===== src/rtl/assert_macros.svh =====
// Assertion macros for the deframer RTL.
`ifndef ASSERT_MACROS_SVH
`define ASSERT_MACROS_SVH
`ifndef SYNTHESIS
`define LFD_ASSERT_IMPL(label, clk, rst_n, ante, cons) \
  label: assert property (@(posedge clk) disable iff (!rst_n) (ante) |-> (cons)) \
    else $error("deframer assertion failed");
`define LFD_ASSERT_NEXT(label, clk, rst_n, ante, cons) \
  label: assert property (@(posedge clk) disable iff (!rst_n) (ante) |=> (cons)) \
    else $error("deframer assertion failed");
`else
`define LFD_ASSERT_IMPL(label, clk, rst_n, ante, cons)
`define LFD_ASSERT_NEXT(label, clk, rst_n, ante, cons)
`endif
`endif


===== src/rtl/lfd_pkg.sv =====
// Package with constants, result type and CRC helper for the deframer.
`default_nettype none
package lfd_pkg;

  localparam int PAYLOAD_BYTES = 4;
  localparam int BODY_LEN      = PAYLOAD_BYTES + 4;
  localparam int IDX_W         = $clog2(BODY_LEN);
  localparam int PAY_SHOWN     = (PAYLOAD_BYTES < 4) ? PAYLOAD_BYTES : 4;

  localparam logic [15:0] CRC_INIT = 16'hFFFF;
  localparam logic [15:0] CRC_POLY = 16'h1021;

  localparam int CFG_IDX_W = 2;
  localparam logic [CFG_IDX_W-1:0] CFG_SYNC_FIRST  = 2'd0;
  localparam logic [CFG_IDX_W-1:0] CFG_SYNC_SECOND = 2'd1;

  localparam logic [7:0] SYNC_FIRST_RST  = 8'hAA;
  localparam logic [7:0] SYNC_SECOND_RST = 8'h55;

  localparam logic [1:0] ST_NONE = 2'd0;
  localparam logic [1:0] ST_GOOD = 2'd1;
  localparam logic [1:0] ST_BAD  = 2'd2;

  typedef struct packed {
    logic [1:0]  frame_status;
    logic [7:0]  frame_type;
    logic [7:0]  frame_seq;
    logic [31:0] frame_payload;
    logic [31:0] good_count;
    logic [31:0] bad_count;
  } result_t;

  // One byte of CRC-16/CCITT-FALSE, MSB first.
  function automatic logic [15:0] crc16_byte(input logic [15:0] crc_in,
                                             input logic [7:0] data);
    logic [15:0] c;
    c = crc_in ^ {data, 8'h00};
    for (int k = 0; k < 8; k++) begin
      if (c[15]) begin
        c = {c[14:0], 1'b0} ^ CRC_POLY;
      end else begin
        c = {c[14:0], 1'b0};
      end
    end
    return c;
  endfunction

endpackage
`default_nettype wire


===== src/rtl/lfd_out_skid.sv =====
// Two-entry output stage: result register plus a skid register.
`default_nettype none
module lfd_out_skid (
  input  wire logic             clk,
  input  wire logic             rst_n,
  input  wire logic             in_valid,
  input  wire lfd_pkg::result_t in_word,
  output logic                  in_stall,
  output logic                  out_valid,
  output lfd_pkg::result_t      out_word,
  input  wire logic             out_stall
);
  import lfd_pkg::*;

  logic    main_valid_r, main_valid_nxt;
  logic    skid_valid_r, skid_valid_nxt;
  result_t main_r, main_nxt;
  result_t skid_r, skid_nxt;
  logic    push;
  logic    take;

  assign push = in_valid && !skid_valid_r;
  assign take = main_valid_r && !out_stall;

  always_comb begin
    main_valid_nxt = main_valid_r;
    skid_valid_nxt = skid_valid_r;
    main_nxt       = main_r;
    skid_nxt       = skid_r;
    if (!main_valid_r || take) begin
      // The skid word always goes first; no push happens while it is held.
      if (skid_valid_r) begin
        main_nxt       = skid_r;
        main_valid_nxt = 1'b1;
        skid_valid_nxt = 1'b0;
      end else if (push) begin
        main_nxt       = in_word;
        main_valid_nxt = 1'b1;
      end else begin
        main_valid_nxt = 1'b0;
      end
    end else if (push) begin
      skid_nxt       = in_word;
      skid_valid_nxt = 1'b1;
    end
  end

  always_ff @(posedge clk) begin
    if (!rst_n) begin
      main_valid_r <= 1'b0;
      skid_valid_r <= 1'b0;
    end else begin
      main_valid_r <= main_valid_nxt;
      skid_valid_r <= skid_valid_nxt;
    end
  end

  always_ff @(posedge clk) begin
    main_r <= main_nxt;
    skid_r <= skid_nxt;
  end

  assign in_stall  = skid_valid_r;
  assign out_valid = main_valid_r;
  assign out_word  = main_r;

endmodule
`default_nettype wire


===== src/rtl/link_frame_deframer_crc16_unit.sv =====
// Each accepted byte places a result word in the output stage's result or skid register.
// Throughput: one byte per cycle while in_stall is low; the CRC byte update is one shallow stage.
// A two-entry output stage absorbs output stall; input stalls once its skid register is full.
// Reset (synchronous, rst_n low): hunt restarts, CRC to 0xFFFF, counters to zero,
// sync bytes to 0xAA and 0x55; body byte storage is not cleared.
`include "assert_macros.svh"
`default_nettype none
module link_frame_deframer_crc16_unit (
  input  wire logic                          clk,
  input  wire logic                          rst_n,
  input  wire logic                          in_valid,
  output logic                               in_stall,
  input  wire logic [7:0]                    in_rx_byte,
  output logic                               out_valid,
  input  wire logic                          out_stall,
  output logic [1:0]                         out_frame_status,
  output logic [7:0]                         out_frame_type,
  output logic [7:0]                         out_frame_seq,
  output logic [31:0]                        out_frame_payload,
  output logic [31:0]                        out_good_count,
  output logic [31:0]                        out_bad_count,
  input  wire logic                          cfg_valid,
  output logic                               cfg_ready,
  input  wire logic [lfd_pkg::CFG_IDX_W-1:0] cfg_index,
  input  wire logic [7:0]                    cfg_data
);
  import lfd_pkg::*;

  localparam logic [1:0] PH_SYNC1 = 2'd0;
  localparam logic [1:0] PH_SYNC2 = 2'd1;
  localparam logic [1:0] PH_BODY  = 2'd2;

  logic [7:0]       sync_first_r;
  logic [7:0]       sync_second_r;
  logic [1:0]       phase_r, phase_nxt;
  logic [IDX_W-1:0] idx_r, idx_nxt;
  logic [15:0]      crc_r, crc_nxt;
  logic [31:0]      good_r, good_nxt;
  logic [31:0]      bad_r, bad_nxt;
  logic [7:0]       body_r [BODY_LEN];

  logic             accept;
  logic [IDX_W-1:0] wr_idx;
  logic             body_wr;
  logic             last_byte;
  logic [15:0]      want_crc;
  result_t          res;
  result_t          out_word;

  assign accept    = in_valid && !in_stall;
  assign cfg_ready = 1'b1;

  // A body index past the end cannot arise, but is held at the last slot.
  assign wr_idx = ({1'b0, idx_r} >= (IDX_W+1)'(BODY_LEN)) ? IDX_W'(BODY_LEN - 1) : idx_r;
  assign last_byte = (wr_idx == IDX_W'(BODY_LEN - 1));
  assign body_wr   = accept && (phase_r == PH_BODY);
  assign want_crc  = {in_rx_byte, body_r[BODY_LEN-2]};

  always_comb begin
    phase_nxt = phase_r;
    idx_nxt   = idx_r;
    crc_nxt   = crc_r;
    good_nxt  = good_r;
    bad_nxt   = bad_r;
    res       = '0;
    unique case (phase_r)
      PH_SYNC2: begin
        if (in_rx_byte == sync_second_r) begin
          phase_nxt = PH_BODY;
          idx_nxt   = '0;
          crc_nxt   = CRC_INIT;
        end else if (in_rx_byte != sync_first_r) begin
          phase_nxt = PH_SYNC1;
        end
      end
      PH_BODY: begin
        if ({1'b0, wr_idx} < (IDX_W+1)'(BODY_LEN - 2)) begin
          crc_nxt = crc16_byte(crc_r, in_rx_byte);
        end
        idx_nxt = wr_idx + IDX_W'(1);
        if (last_byte) begin
          phase_nxt = PH_SYNC1;
          idx_nxt   = '0;
          crc_nxt   = CRC_INIT;
          if (crc_r != want_crc) begin
            bad_nxt          = bad_r + 32'd1;
            res.frame_status = ST_BAD;
          end else begin
            good_nxt         = good_r + 32'd1;
            res.frame_status = ST_GOOD;
            res.frame_type   = body_r[0];
            res.frame_seq    = body_r[1];
            for (int k = 0; k < PAY_SHOWN; k++) begin
              res.frame_payload[8*k +: 8] = body_r[2+k];
            end
          end
        end
      end
      default: begin
        phase_nxt = (in_rx_byte == sync_first_r) ? PH_SYNC2 : PH_SYNC1;
      end
    endcase
    res.good_count = good_nxt;
    res.bad_count  = bad_nxt;
  end

  always_ff @(posedge clk) begin
    if (!rst_n) begin
      sync_first_r  <= SYNC_FIRST_RST;
      sync_second_r <= SYNC_SECOND_RST;
      phase_r       <= PH_SYNC1;
      idx_r         <= '0;
      crc_r         <= CRC_INIT;
      good_r        <= '0;
      bad_r         <= '0;
    end else begin
      if (cfg_valid && cfg_ready) begin
        if (cfg_index == CFG_SYNC_FIRST) begin
          sync_first_r <= cfg_data;
        end else if (cfg_index == CFG_SYNC_SECOND) begin
          sync_second_r <= cfg_data;
        end
      end
      if (accept) begin
        phase_r <= phase_nxt;
        idx_r   <= idx_nxt;
        crc_r   <= crc_nxt;
        good_r  <= good_nxt;
        bad_r   <= bad_nxt;
      end
    end
  end

  always_ff @(posedge clk) begin
    if (body_wr) begin
      body_r[wr_idx] <= in_rx_byte;
    end
  end

  lfd_out_skid u_out (
    .clk       (clk),
    .rst_n     (rst_n),
    .in_valid  (accept),
    .in_word   (res),
    .in_stall  (in_stall),
    .out_valid (out_valid),
    .out_word  (out_word),
    .out_stall (out_stall)
  );

  assign out_frame_status  = out_word.frame_status;
  assign out_frame_type    = out_word.frame_type;
  assign out_frame_seq     = out_word.frame_seq;
  assign out_frame_payload = out_word.frame_payload;
  assign out_good_count    = out_word.good_count;
  assign out_bad_count     = out_word.bad_count;

  // The skid register only fills behind a held result word.
  `LFD_ASSERT_IMPL(a_stall_needs_out, clk, rst_n, in_stall, out_valid)
  // Counters move only on a byte taken inside a body.
  `LFD_ASSERT_NEXT(a_cnt_body_only, clk, rst_n, accept && (phase_r != PH_BODY),
                   (good_r == $past(good_r)) && (bad_r == $past(bad_r)))
  // The last body byte always sends the hunt back to the start.
  `LFD_ASSERT_NEXT(a_frame_end, clk, rst_n, accept && (phase_r == PH_BODY) && last_byte,
                   (phase_r == PH_SYNC1) && (idx_r == '0) && (crc_r == CRC_INIT))

endmodule
`default_nettype wire

===== config.mk =====
export PLATFORM = sky130hd
export DESIGN_NAME = link_frame_deframer_crc16_unit
export DESIGN_NICKNAME = d
export VERILOG_FILES = /design/src/rtl/lfd_pkg.sv /design/src/rtl/lfd_out_skid.sv /design/src/rtl/link_frame_deframer_crc16_unit.sv
export VERILOG_INCLUDE_DIRS = /design/src /design/src/rtl
export SDC_FILE = /design/constraint.sdc
export NUM_CORES = 1
export LEC_CHECK = 0
export ABC_AREA = 1
export BUFFER_PORTS_ARGS = -buffer_cell sky130_fd_sc_hd__clkbuf_2
export CAP_MARGIN = 40
export CORE_ASPECT_RATIO = 1.2
export CORE_MARGIN = 2
export CORE_UTILIZATION = 25
export CTS_CLUSTER_DIAMETER = 200
export DETAILED_ROUTE_END_ITERATION = 7
export GPL_ROUTABILITY_DRIVEN = 0
export HOLD_SLACK_MARGIN = 0.08
export PLACE_DENSITY_LB_ADDON = 0.1
export SLEW_MARGIN = 30
export SYNTH_ARGS = -nofsm -noshare
export SYNTH_HDL_FRONTEND = slang
export SYNTH_SLANG_ARGS = --single-unit

===== constraint.sdc =====
create_clock -name clk -period 8.5 [get_ports clk]
set_clock_uncertainty 0.05 [all_clocks]
set_input_delay 1.275 -clock clk [delete_from_list [all_inputs] [get_ports clk]]
set_output_delay 1.275 -clock clk [all_outputs]
set_load 0.1 [all_outputs]

## Yosys cells after proc, flatten, opt, wreduce, memory -nomap -nowiden

Memory sizes are Yosys's and may differ from the RTL's.
Index checks and enable logic that the tools add are counted.

| operators by class | value |
|---|---|
| mux-type cells | 50 |
| reduce and logical (&&, ||, !) cells | 19 |
| eq/ne operators | 12 |
| $lt $le $gt $ge | 1 |
| $add $sub $neg | 3 |
| bitwise gates (word level) | 12 |

Operator list:

| kind | number |
|---|---|
| $mux 16 | 17 |
| $mux 114 | 2 |
| $mux 32 | 6 |
| $mux 13 | 8 |
| $mux 50 | 2 |
| $add 32x1->32 const B | 2 |
| $mux 48 | 1 |
| $pmux 16 s2 | 1 |
| $not 3->3 | 8 |
| $eq 8x8->1 | 2 |
| $ne 16x16->1 | 1 |
| $xor 16x16->16 | 1 |
| $reduce_and 3->1 | 3 |
| $mux 2 | 4 |
| $ne 8x8->1 | 1 |
| $mux 3 | 2 |
| $pmux 3 s2 | 1 |
| $reduce_and 2->1 | 3 |
| $mux 1 | 5 |
| $eq 2x1->1 const B | 2 |
| $logic_and 1x1->1 | 4 |
| $ne 2x2->1 const B | 2 |
| $pmux 2 s2 | 1 |
| $reduce_and 4->1 | 1 |
| 12 further kinds | 17 |

| word-level totals | value |
|---|---|
| bits in registers | 331 |
| word-level logic and storage cells | 119 |
| memories kept | 1 |
| RAM bits | 64 |
| bits of input ports | 23 |

Memory list:

| name | depth | bits a word | read ports | clocked after Yosys merged registers in | wr ports | line | source |
|---|---|---|---|---|---|---|---|
| body_r | 8 | 8 | 7 | 0 | 1 | link_frame_deframer_crc16_unit.sv:40 | `logic [7:0] body_r [BODY_LEN];` |

## Longest topological paths before layout

Gate-level depths: netlist (run 1).

| logic depth | value |
|---|---|
| depth after elaboration | 34 |
| gate-level depth with buffers | 15 |
| depth with buffers taken out | 14 |

## Modules after synthesis

From an unflattened synthesis (run 1), not the netlist that was laid out.

| unflattened totals | value |
|---|---|
| cells, all modules | 1946 |
| area, all modules | 17692.0 µm² |

By module, submodules not included:

| module | area each (µm²) | cells each | times used |
|---|---|---|---|
| link_frame_deframer_crc16_unit | 9188.8 | 1341 | 1 |
| lfd_out_skid | 8503.2 | 605 | 1 |

## Worst setup path after synthesis (run 1)

OpenSTA, ideal clock, no wires.

| timing path | value |
|---|---|
| path type | register -> register |
| from | reg u_out.skid_valid_r (netlist: u_out.in_stall) |
| to | reg u_out.main_r, in the netlist u_out.out_word[0] (enable) |
| setup slack | 0.671 ns |
| arrival time | 7.154 ns |
| library setup time | 0.625 ns |
| buffers on the path | 2 |
| cell stages (with the launch flop) | 5 |
| cell sequence | dfxtp_1 > clkbuf_1 > clkbuf_1 > nor2_1 > a21oi_1 |

| on the way | value |
|---|---|
| word-level cells in the longest chain between the ends | 5 |

RTL lines:

| element | line | source |
|---|---|---|
| start: declaration | lfd_out_skid.sv:16 | `logic skid_valid_r, skid_valid_nxt;` |
| start signal: assignment | lfd_out_skid.sv:54 | `skid_valid_r <= skid_valid_nxt;` |
| $logic_not 1->1 | lfd_out_skid.sv:22, link_frame_deframer_crc16_unit.sv:50 |  |
| $logic_and 1x1->1 | link_frame_deframer_crc16_unit.sv:50 | `assign accept = in_valid && !in_stall;` |
| $logic_and 1x1->1 | lfd_out_skid.sv:22 | `assign push = in_valid && !skid_valid_r;` |
| $reduce_bool 2->1 (no source line) (*) | n/a |  |
| $reduce_and 2->1 (no source line) (*) | n/a |  |
| end signal: assignment | lfd_out_skid.sv:59 | `main_r <= main_nxt;` |
| end: declaration | lfd_out_skid.sv:17 | `result_t main_r, main_nxt;` |

Mark *: on every way between the ends. The rest lies on a longest branch, timed or not.
A chain may end at the register's enable or synchronous reset.

## Worst setup path after layout (run 1)

| timing path | value |
|---|---|
| from | in in_rx_byte[6] |
| to | reg u_out.main_r, in the netlist u_out.out_word[98] (data pin) |

| on the way | value |
|---|---|
| word-level cells in the longest chain between the ends | 6 |

RTL lines:

| element | line | source |
|---|---|---|
| start: declaration | link_frame_deframer_crc16_unit.sv:13 | `input wire logic [7:0] in_rx_byte,` |
| $ne 16x16->1 | link_frame_deframer_crc16_unit.sv:85 | `if (crc_r != want_crc) begin` |
| $mux 48 | link_frame_deframer_crc16_unit.sv:85 |  |
| $mux 50 | link_frame_deframer_crc16_unit.sv:81 | `if (last_byte) begin` |
| $mux 50 | link_frame_deframer_crc16_unit.sv:66 | `unique case (phase_r)` |
| $mux 114 | lfd_out_skid.sv:36 | `end else if (push) begin` |
| $mux 114 | lfd_out_skid.sv:32 | `if (skid_valid_r) begin` |

No other way between the ends. The select of a mux whose other input is x is not followed.

==> run summary, run 1 <==
Outcome: completed
Synth Register Bits: 387
Syn avg cell area: 9.241 µm²
Final setup fails: 0
Number of antenna diodes: 0
Synth area leaders: edfxtp_1 49%, dfxtp_1 12%, nand2_1 11%
Fmax: 295.5 MHz
Slew @ Worst Pin: 812.3 ps
Setup CP Type: in2reg
Clock Path Buffers: 3
Nets: 2062
Clock sink count: 387
Starting Density: 25.16%
Final wirelength: 51.36 mm
Final hold vios: 0
Worst EP arrival: 3640 ps
Share of cells above drive strength 1: 15.27%
Postcts setup bufs: 0
Std cell rows: 106
Routed len/inst: 17.19 µm
Cts hold-fix bufs: 0
1st-iter DRT viols: 751
Tmin final: 3384 ps
Initial antenna violation count: 0
Switching Share: 28.77%
Syn_nets: 1921
Placement Cell Area: 19320 µm²
Final period utilization: 39.82%
Final WS setup: 5116 ps
Pin count of the biggest net entering global routing: 93
Area leader, netlist: edfxtp_1
Gate power share: 12.4%
Remaining DRCs: 0
Pwr/cell area: 226.5 nW/µm²
Syn-to-layout area delta: 18.92%
Die ar.: 72080 µm²
Post-CTS resize count: 0
Max FO, Critical Path: 31
Final HPWL DP: 34.36 mm
Clk_lat worst skew: 580 ps
Setup TNS: 0 ps
Mapped Area: 17480 µm²
Int Pwr: 3.355 mW
Sequential share of the synthesized area: 60.57%
Number of max-cap violations: 0
Async set or reset register ratio after synthesis: 0%
# port buffers: 138
First-pass GRT wire length: 78.73 mm
RSZ-0062 raised after global routing: no
Design area: 20790 µm²
Synth cell types: 44
Clock power share: 41.4%
Cells after synthesis: 1892
Core Footprint: 69500 µm²
Flop pwr share: 46.2%
Fin cells: 2987
Main synth FF type: edfxtp_1
Chip width: 245.4 µm
Critical Path End Type: flop
Post-synth top area share: 48.78%
Clock-pin slew of the registers on the worst-case setup and hold paths: 60 ps
Vias after detailed routing: 12858
Worst setup SP type: primary input
Top cell types by occurrence after synthesis: 530 x nand2_1, 284 x edfxtp_1, 259 x inv_1
Pleak: 8.997 nW
Ys Warns: 0
Dpl cells: 2902
Number of global-route vias before repair: 12856
Switching pwr: 1.355 mW
Remaining antenna violation count: 0
Post-synth EDFFs: 284
Min-Delay Path Class: reg2reg
Count leader, synth: nand2_1
Io pins: 140
Num CTS Buffers: 44
DRT Pass-1 Iters: 7
Clock root cell: clkbuf_16
CP Data Required Time: 8750 ps
Total track usage: 14.30%
Hold Slack: 427.1 ps
Maximum level of the CTS H-tree: 2
DP Worst Slack: 4317 ps
DR vias/cell: 4.305
Worst slew margin: 45.43%
GRT overflow: 0
Die Y: 293.7 µm
Slew Limit Fails: 0
Max VDD drop: 106.9 µV
CTS tree: yes
==> worst max-delay path: stages <==
cell,delay (ps)
clkbuf_2,290
inv_1,160
nand2_1,60
nand2_1,110
nand2_1,80
inv_1,70
nand2_1,80
nor2_4,160
nand2_8,220
nor2_8,500
nand2_1,140
o21ai_0,440
==> placed cells by master, fill, tap and decap left out, types with 8 or more instances in the layout <==
| cell | instances |
|---|---|
| nand2_1 | 529 |
| edfxtp_1 | 284 |
| inv_1 | 258 |
| nor2_1 | 140 |
| clkbuf_2 | 138 |
| dfxtp_1 | 102 |
| nand3_1 | 94 |
| o21ai_0 | 83 |
| a21oi_1 | 72 |
| clkbuf_16 | 46 |
| nand4_1 | 45 |
| a31oi_1 | 27 |
| nor3_1 | 24 |
| nand2_2 | 23 |
| o21ai_1 | 21 |
| nor2_2 | 20 |
| buf_4 | 17 |
| o211ai_1 | 16 |
| clkinv_1 | 12 |
| xnor2_1 | 11 |
| clkinv_2 | 11 |
| nor2_4 | 9 |
| xor2_1 | 8 |
==> area by class of cell <==
class / instances / area [µm²]
Clock buffer: 52 / 1174
Clock inverter: 30 / 277.8
Fill cell: 7377 / 48700
Inverter: 268 / 1015
Multi-Input combinational cell: 1170 / 5624
Sequential cell: 387 / 10590
Tap cell: 918 / 1149
Timing Repair Buffer: 162 / 959.7
==> power by group through the flow <==
stage / Combinational, mW / Clock (mW) / Sequential, mW
2_1_floorplan: 0.187 / 0 / 2.48
3_3_place_gp: 0.585 / 0 / 2.22
3_5_place_dp: 0.594 / 0 / 2.22
4_1_cts: 0.595 / 2.02 / 2.18
5_1_grt: 0.633 / 2.09 / 2.18
6_report: 0.585 / 1.95 / 2.18
==> kinds of logic after synthesis <==
| kind of cell | count (synthesis) | share of synthesized area (%) |
|---|---|---|
| flip-flops | 387 | 60.57 |
| AND/OR/NAND/NOR | 908 | 22.69 |
| AO/OA/AOI/OAI | 230 | 7.185 |
| adder cells (fa/ha/maj) | 6 | 0.4294 |
| other | 1 | 0.02145 |
| XOR/XNOR | 25 | 1.510 |
| buffers and inverters | 335 | 7.600 |
==> layer usage <==
metal	routed length (µm)	part of all wire, %	track usage [%]
met5	0	0	0
met4	1154	2.2	4.006
met1	23550	46	18.58
met2	24920	49	24.64
met3	1735	3.4	2.088
==> state kept, by name (all words and copies together), names as in the netlist <==
signal,flops
u_out.skid_r,114
sync_second_r,8
u_out.in_stall,1
body_r,56
crc_r,16
sync_first_r,8
idx_r,3
good_r,32
u_out.out_valid,1
u_out.out_word,114
bad_r,32
phase_r,2
==> per-stage QoR <==
step	util, %	power, mW
after floorplan	-	2.665
after global placement	27.55	2.803
after detailed placement	27.80	2.810
after CTS	29.89	4.797
after global routing	29.92	4.904
final	29.92	4.710
==> final timing paths <==
kind                                 startpoint                 end  slack, ps  cells past startpoint
worst max-delay path              in_rx_byte[6]  u_out.out_word[98]       5120                     12
worst min-delay path            sync_first_r[0]     sync_first_r[0]        430                      2
worst max register to register       phase_r[0]            crc_r[5]       5260                     12
worst min register to register  sync_first_r[0]     sync_first_r[0]        430                      2
Power figures use the tool's default switching activity.
==> inputs of run 2 (changes only) <==
--- a/config.mk
+++ b/config.mk
@@ -6,7 +6,7 @@
 export SDC_FILE = /design/constraint.sdc
 export NUM_CORES = 1
 export LEC_CHECK = 0
-export ABC_AREA = 1
+export ABC_AREA = 0
 export BUFFER_PORTS_ARGS = -buffer_cell sky130_fd_sc_hd__clkbuf_2
 export CAP_MARGIN = 40
 export CORE_ASPECT_RATIO = 1.2
==> constraint.sdc (replaced) <==
create_clock -name clk -period 3.2 [get_ports clk]
set_clock_uncertainty 0.05 [all_clocks]
set_input_delay 0.48 -clock clk [delete_from_list [all_inputs] [get_ports clk]]
set_output_delay 0.48 -clock clk [all_outputs]
set_load 0.1 [all_outputs]
==> run summary, run 2 <==
Worst hold path depth: 3 (+1)
Worst EP arrival: 3210 ps (-430 ps)
Outcome: completed
DR vias/cell: 4.756 (+10%)
Postcts setup bufs: 0 (unchanged)
Syn_nets: 1511 (-21%)
Top cell types by occurrence after synthesis: 284 x edfxtp_1, 134 x nand2_1, 103 x dfxtp_1
Remaining DRCs: 0 (unchanged)
Remaining antenna violation count: 0 (unchanged)
Starting Density: 25.32% (+0.16 points)
Slew @ Worst Pin: 798.9 ps (-13.36 ps)
Pin count of the biggest net entering global routing: 72 (-23%)
Max FO, Critical Path: 20 (-35%)
Worst Reg-to-Reg Cells: 9 (-3)
Hold Slack: 119.8 ps (-307.4 ps)
Initial antenna violation count: 1 (+1)
Post-CTS resize count: 0 (unchanged)
Main synth FF type: edfxtp_1
Total track usage: 13.96% (-0.34 points)
Final hold vios: 0 (unchanged)
Clock Path Buffers: 3 (unchanged)
Clock-pin slew of the registers on the worst-case setup and hold paths: 60 ps (about the same)
Io pins: 140 (unchanged)
Final wirelength: 50.52 mm (-1.6%)
Post-synth top area share: 49.11% (+0.34 points)
1st-iter DRT viols: 662 (-12%)
Final setup fails: 0 (unchanged)
Critical Path End Type: flop
Min-Delay Path Class: in2reg
CTS tree: yes
First-pass GRT wire length: 77.34 mm (-1.8%)
Clk_lat worst skew: 580 ps (about the same)
Async set or reset register ratio after synthesis: 0% (unchanged)
Worst slew margin: 46.43% (+1.0 points)
Chip width: 244.6 µm (-0.34%)
Mapped Area: 17360 µm² (-0.69%)
Syn-to-layout area delta: 21.65%
Share of cells above drive strength 1: 21.61% (+6.3 points)
Num CTS Buffers: 45 (+2.3%)
Final HPWL DP: 33.20 mm (-3.4%)
Fmax: 350.8 MHz
Sequential share of the synthesized area: 60.99% (+0.42 points)
Vias after detailed routing: 12313 (-4.2%)
Number of antenna diodes: 0 (unchanged)
Clock root cell: clkbuf_16
GRT overflow: 0 (unchanged)
Number of global-route vias before repair: 12156 (-5.4%)
Std cell rows: 105 (-0.94%)
Nets: 1672 (-19%)
Tmin final: 2850 ps
Reg2reg setup slack: 350 ps (-4910 ps)
RSZ-0062 raised after global routing: no
Pleak: 7.512 nW (-17%)
Ys Warns: 0 (unchanged)
Die ar.: 71590 µm² (-0.68%)
Pwr/cell area: 554.4 nW/µm² (+140%)
Routed len/inst: 19.51 µm (+13%)
Synth area leaders: edfxtp_1 49%, dfxtp_1 12%, or4_1 3.4%
Final period utilization: 89.07%
# port buffers: 138 (unchanged)
Max VDD drop: 290.1 µV (+170%)
Fin util: 30.80% (+0.88 points)
Cells after synthesis: 1482 (-22%)
Maximum level of the CTS H-tree: 2 (unchanged)
Syn avg cell area: 11.72 µm² (+27%)
Setup CP Type: reg2reg
Synth Register Bits: 387 (unchanged)
Post-synth EDFFs: 284 (unchanged)
Core Footprint: 68580 µm² (-1.3%)
Area leader, netlist: edfxtp_1
Die Y: 292.7 µm (-0.34%)
Number of max-cap violations: 0 (unchanged)
DP Worst Slack: 258.3 ps (-4059 ps)
Final WS setup: 349.7 ps (-4766 ps)
Count leader, synth: edfxtp_1
CP Data Required Time: 3560 ps (-5190 ps)
Synth cell types: 52 (+18%)
Worst setup SP type: flop
Clock sink count: 387 (unchanged)
Commonest non-fill, non-tap cell in the layout: edfxtp_1
Slew Limit Fails: 0 (unchanged)
DRT Pass-1 Iters: 5 (-2)
Total power: 11.71 mW (+150%)
Most frequent cells in the layout: 284 x edfxtp_1, 138 x clkbuf_2, 134 x nand2_1
==> run 2: cell families after synthesis <==
family,share of synthesized area [%]
xor+xnor,3.351
mux,5.130
simple gates,17.42
other cells,0.02160
compound gates,9.886
flops,60.99
buf+inv,2.774
fa+ha+maj,0.4323
==> run 2: metrics by stage <==
step | setup TNS (ps) | cell area [µm²] | std cells
5_1_grt | 0 | 21120 | 2589
6_report | 0 | 21120 | 2589
3_5_place_dp | 0 | 19580 | 2496
2_1_floorplan | -11240 | 17420 | 1482
3_3_place_gp | 0 | 19560 | 2495
4_1_cts | 0 | 21090 | 2587
==> run 2: area by class of cell <==
type / count / area (µm²)
Tap cell: 909 / 1137
Clock buffer: 69 / 1266
Sequential cell: 387 / 10600
Inverter: 11 / 43.79
Fill cell: 7063 / 47460
Clock inverter: 15 / 171.4
Timing Repair Buffer: 226 / 1573
Multi-Input combinational cell: 972 / 6336
==> run 2: path summary, 6_finish.rpt <==
| path | startpoint | end |
|---|---|---|
| setup / recovery | idx_r[1] | u_out.out_word[29] |
| setup reg to reg | idx_r[1] | u_out.out_word[29] |
| hold reg to reg | phase_r[1] | phase_r[1] |
| hold / removal | cfg_data[2] | sync_second_r[2] |
==> run 2: metal layers <==
layer | track usage (%) | part of all wire (%) | vias up
met5 | 0 | 0 | -
met4 | 3.406 | 1.7 | 0
met3 | 2.153 | 3.3 | 55
met2 | 23.70 | 49 | 193
met1 | 18.54 | 46 | 6040
li1 | - | - | 6025
==> run 2: report_power, final <==
group / switching, mW / total, mW / leakage [nW] / internal, mW
Clock: 2.12 / 5.10 / 0.699 / 2.97
Combinational: 0.889 / 1.06 / 3.32 / 0.173
Sequential: 0.0550 / 5.55 / 3.49 / 5.50
==> run 2: what timing repair did <==
item | in CTS | in global routing
hold buffers | 7 | 0
hold endpoints to repair | 8 | 0
endpoints found under the setup margin | 0 | 0
==> run 2: worst max-delay path: stages, from the launching register on <==
cell	delay (ps)
dfxtp_1	410
ha_1	190
ha_1	160
nand2_1	150
buf_4	260
nor4_1	370
buf_4	180
nand2_1	170
or4_1	540
a31oi_1	210
==> inputs of run 3 (changes only) <==
--- a/config.mk
+++ b/config.mk
@@ -9,7 +9,6 @@
 export ABC_AREA = 0
 export BUFFER_PORTS_ARGS = -buffer_cell sky130_fd_sc_hd__clkbuf_2
 export CAP_MARGIN = 40
-export CORE_ASPECT_RATIO = 1.2
 export CORE_MARGIN = 2
 export CORE_UTILIZATION = 25
 export CTS_CLUSTER_DIAMETER = 200
==> run summary, run 3 (synthesis gave the netlist of run 2 again) <==
Outcome: completed
Worst EP arrival: 3230 ps (+20 ps)
Number of global-route vias before repair: 12379 (+1.8%)
Syn-to-layout area delta: 21.08%
Tmin final: 2863 ps (+13.21 ps)
Slew @ Worst Pin: 738.4 ps (-60.49 ps)
Io pins: 140 (unchanged)
Setup TNS: 0 ps (unchanged)
Clock-pin slew of the registers on the worst-case setup and hold paths: 50 ps (about the same)
# port buffers: 138 (unchanged)
Fmax: 349.2 MHz (-0.46%)
Commonest non-fill, non-tap cell in the layout: edfxtp_1
Clk_lat worst skew: 590 ps (about the same)
Maximum level of the CTS H-tree: 2 (unchanged)
Setup CP Type: reg2reg
Routed len/inst: 19.24 µm (-1.4%)
Worst hold path depth: 3 (unchanged)
Final period utilization: 89.48% (+0.41 points)
CP Depth: 7 (-2)
1st-iter DRT viols: 727 (+9.8%)
Min-Delay Path Class: in2reg
Most frequent cells in the layout: 284 x edfxtp_1, 138 x clkbuf_2, 134 x nand2_1
Worst slew margin: 50.77% (+4.3 points)
Chip width: 267.5 µm (+9.4%)
Starting Density: 25.27% (-0.047 points)
Worst Path Buf+Inv: 1 (-1)
CTS tree: yes
DRT Pass-1 Iters: 5 (unchanged)
RSZ-0062 raised after global routing: no
Placement Cell Area: 19480 µm² (-0.52%)
Die Y: 267.5 µm (-8.6%)
Pleak: 7.458 nW (-0.72%)
Share of cells above drive strength 1: 21.34% (-0.26 points)
Dpl cells: 2508 (+0.48%)
Number of max-cap violations: 0 (unchanged)
Die ar.: 71580 µm² (about the same)
Critical-path top delay cell: or4_1
DR vias/cell: 4.716 (-0.84%)
Number of antenna diodes: 0 (unchanged)
Max FO, Critical Path: 23 (+15%)
Initial antenna violation count: 1 (unchanged)
Num CTS Buffers: 48 (+6.7%)
Final wirelength: 50.00 mm (-1.0%)
Final HPWL DP: 32.01 mm (-3.6%)
Remaining antenna violation count: 0 (unchanged)
Critical Path End Type: flop
Vias after detailed routing: 12257 (-0.45%)
Final setup fails: 0 (unchanged)
Fin cells: 2599 (+0.39%)
CP Data Required Time: 3570 ps (about the same)
Max stage delay on crit path: 560 ps (+20 ps)
Max VDD drop: 333.7 µV (+15%)
Total track usage: 13.98% (+0.025 points)
Final hold vios: 0 (unchanged)
Worst Reg-to-Reg Cells: 7 (-2)
Worst setup SP type: flop
Design area: 21020 µm² (-0.47%)
Clock sink count: 387 (unchanged)
Pwr/cell area: 560.8 nW/µm² (+1.1%)
Nets: 1661 (-0.66%)
First-pass GRT wire length: 76.96 mm (-0.49%)
Crit-path leading delay family: simple AND/OR/NAND/NOR gates
Total power: 11.79 mW (+0.67%)
Std cell rows: 96 (-8.6%)
Critical path, cell by cell: ha_1 -> ha_1 -> nand2_1 -> or4_1 -> buf_4 -> or4_1 -> a31oi_1
Hold Slack: 121.5 ps (+1.771 ps)
Clock Path Buffers: 3 (unchanged)
Remaining DRCs: 0 (unchanged)
Clock root cell: clkbuf_16
Pin count of the biggest net entering global routing: 115 (+60%)
Slew Limit Fails: 0 (unchanged)
Core Footprint: 68710 µm² (+0.19%)
GRT overflow: 0 (unchanged)
-- run 3: cell count changes in the layout (fill, tap and decap cells not counted), moves of 2 or more --
cell / before / now
clkbuf_1: 19 / 13
dlygate4sd3_1: 7 / 5
buf_12: 16 / 11
buf_4: 64 / 58
clkinv_1: 4 / 6
clkbuf_16: 45 / 48
clkinv_2: 5 / 9
-- run 3: stage by stage --
step | util, % | setup WS [ps]
finish | 30.60 | 336.5
floorplan | - | -98.59
CTS | 30.60 | 301.5
global route | 30.60 | 96.89
global placement | 28.36 | 274.2
detailed placement | 28.36 | 266.9
-- run 3: power breakdown --
part           switching (mW)  internal (mW)
clock network            2.16           3.04
registers              0.0494           5.50
logic                   0.887          0.156
total                    3.10           8.69
-- run 3: tightest hold or removal path, stage by stage --
cell      delay [ps]
clkbuf_2         110
mux2i_1           70
nand2_1           60
-- run 3: final timing paths --
path | from | slack [ps] | end
setup / recovery | idx_r[1] | 340 | u_out.out_word[13]
hold / removal | cfg_data[1] | 120 | sync_first_r[1]
setup reg to reg | idx_r[1] | 340 | u_out.out_word[13]
hold reg to reg | good_r[31] | 440 | good_r[31]
-- run 3: final cells by class --
cell class / count / area [µm²]
multi-input cells: 972 / 6332
well taps: 931 / 1165
clock buffers: 66 / 1319
clock inverters: 20 / 172.7
fillers: 7110 / 47680
flip-flops and latches: 387 / 10600
inverters: 11 / 43.79
repair buffers: 212 / 1396
-- run 3: what timing repair did --
item,in CTS,in global routing
endpoints found under the hold margin,5,0
setup buffers,0,0
resized for setup,0,0
hold buffers,5,0
-- run 3: layer usage --
metal | global-route usage [%] | vias to the layer above | part of all wire, %
met2 | 23.16 | 156 | 47
met4 | 3.533 | 0 | 1.8
met1 | 18.91 | 6031 | 48
met3 | 2.400 | 60 | 3.2
met5 | 0 | - | 0
li1 | - | 6010 | -
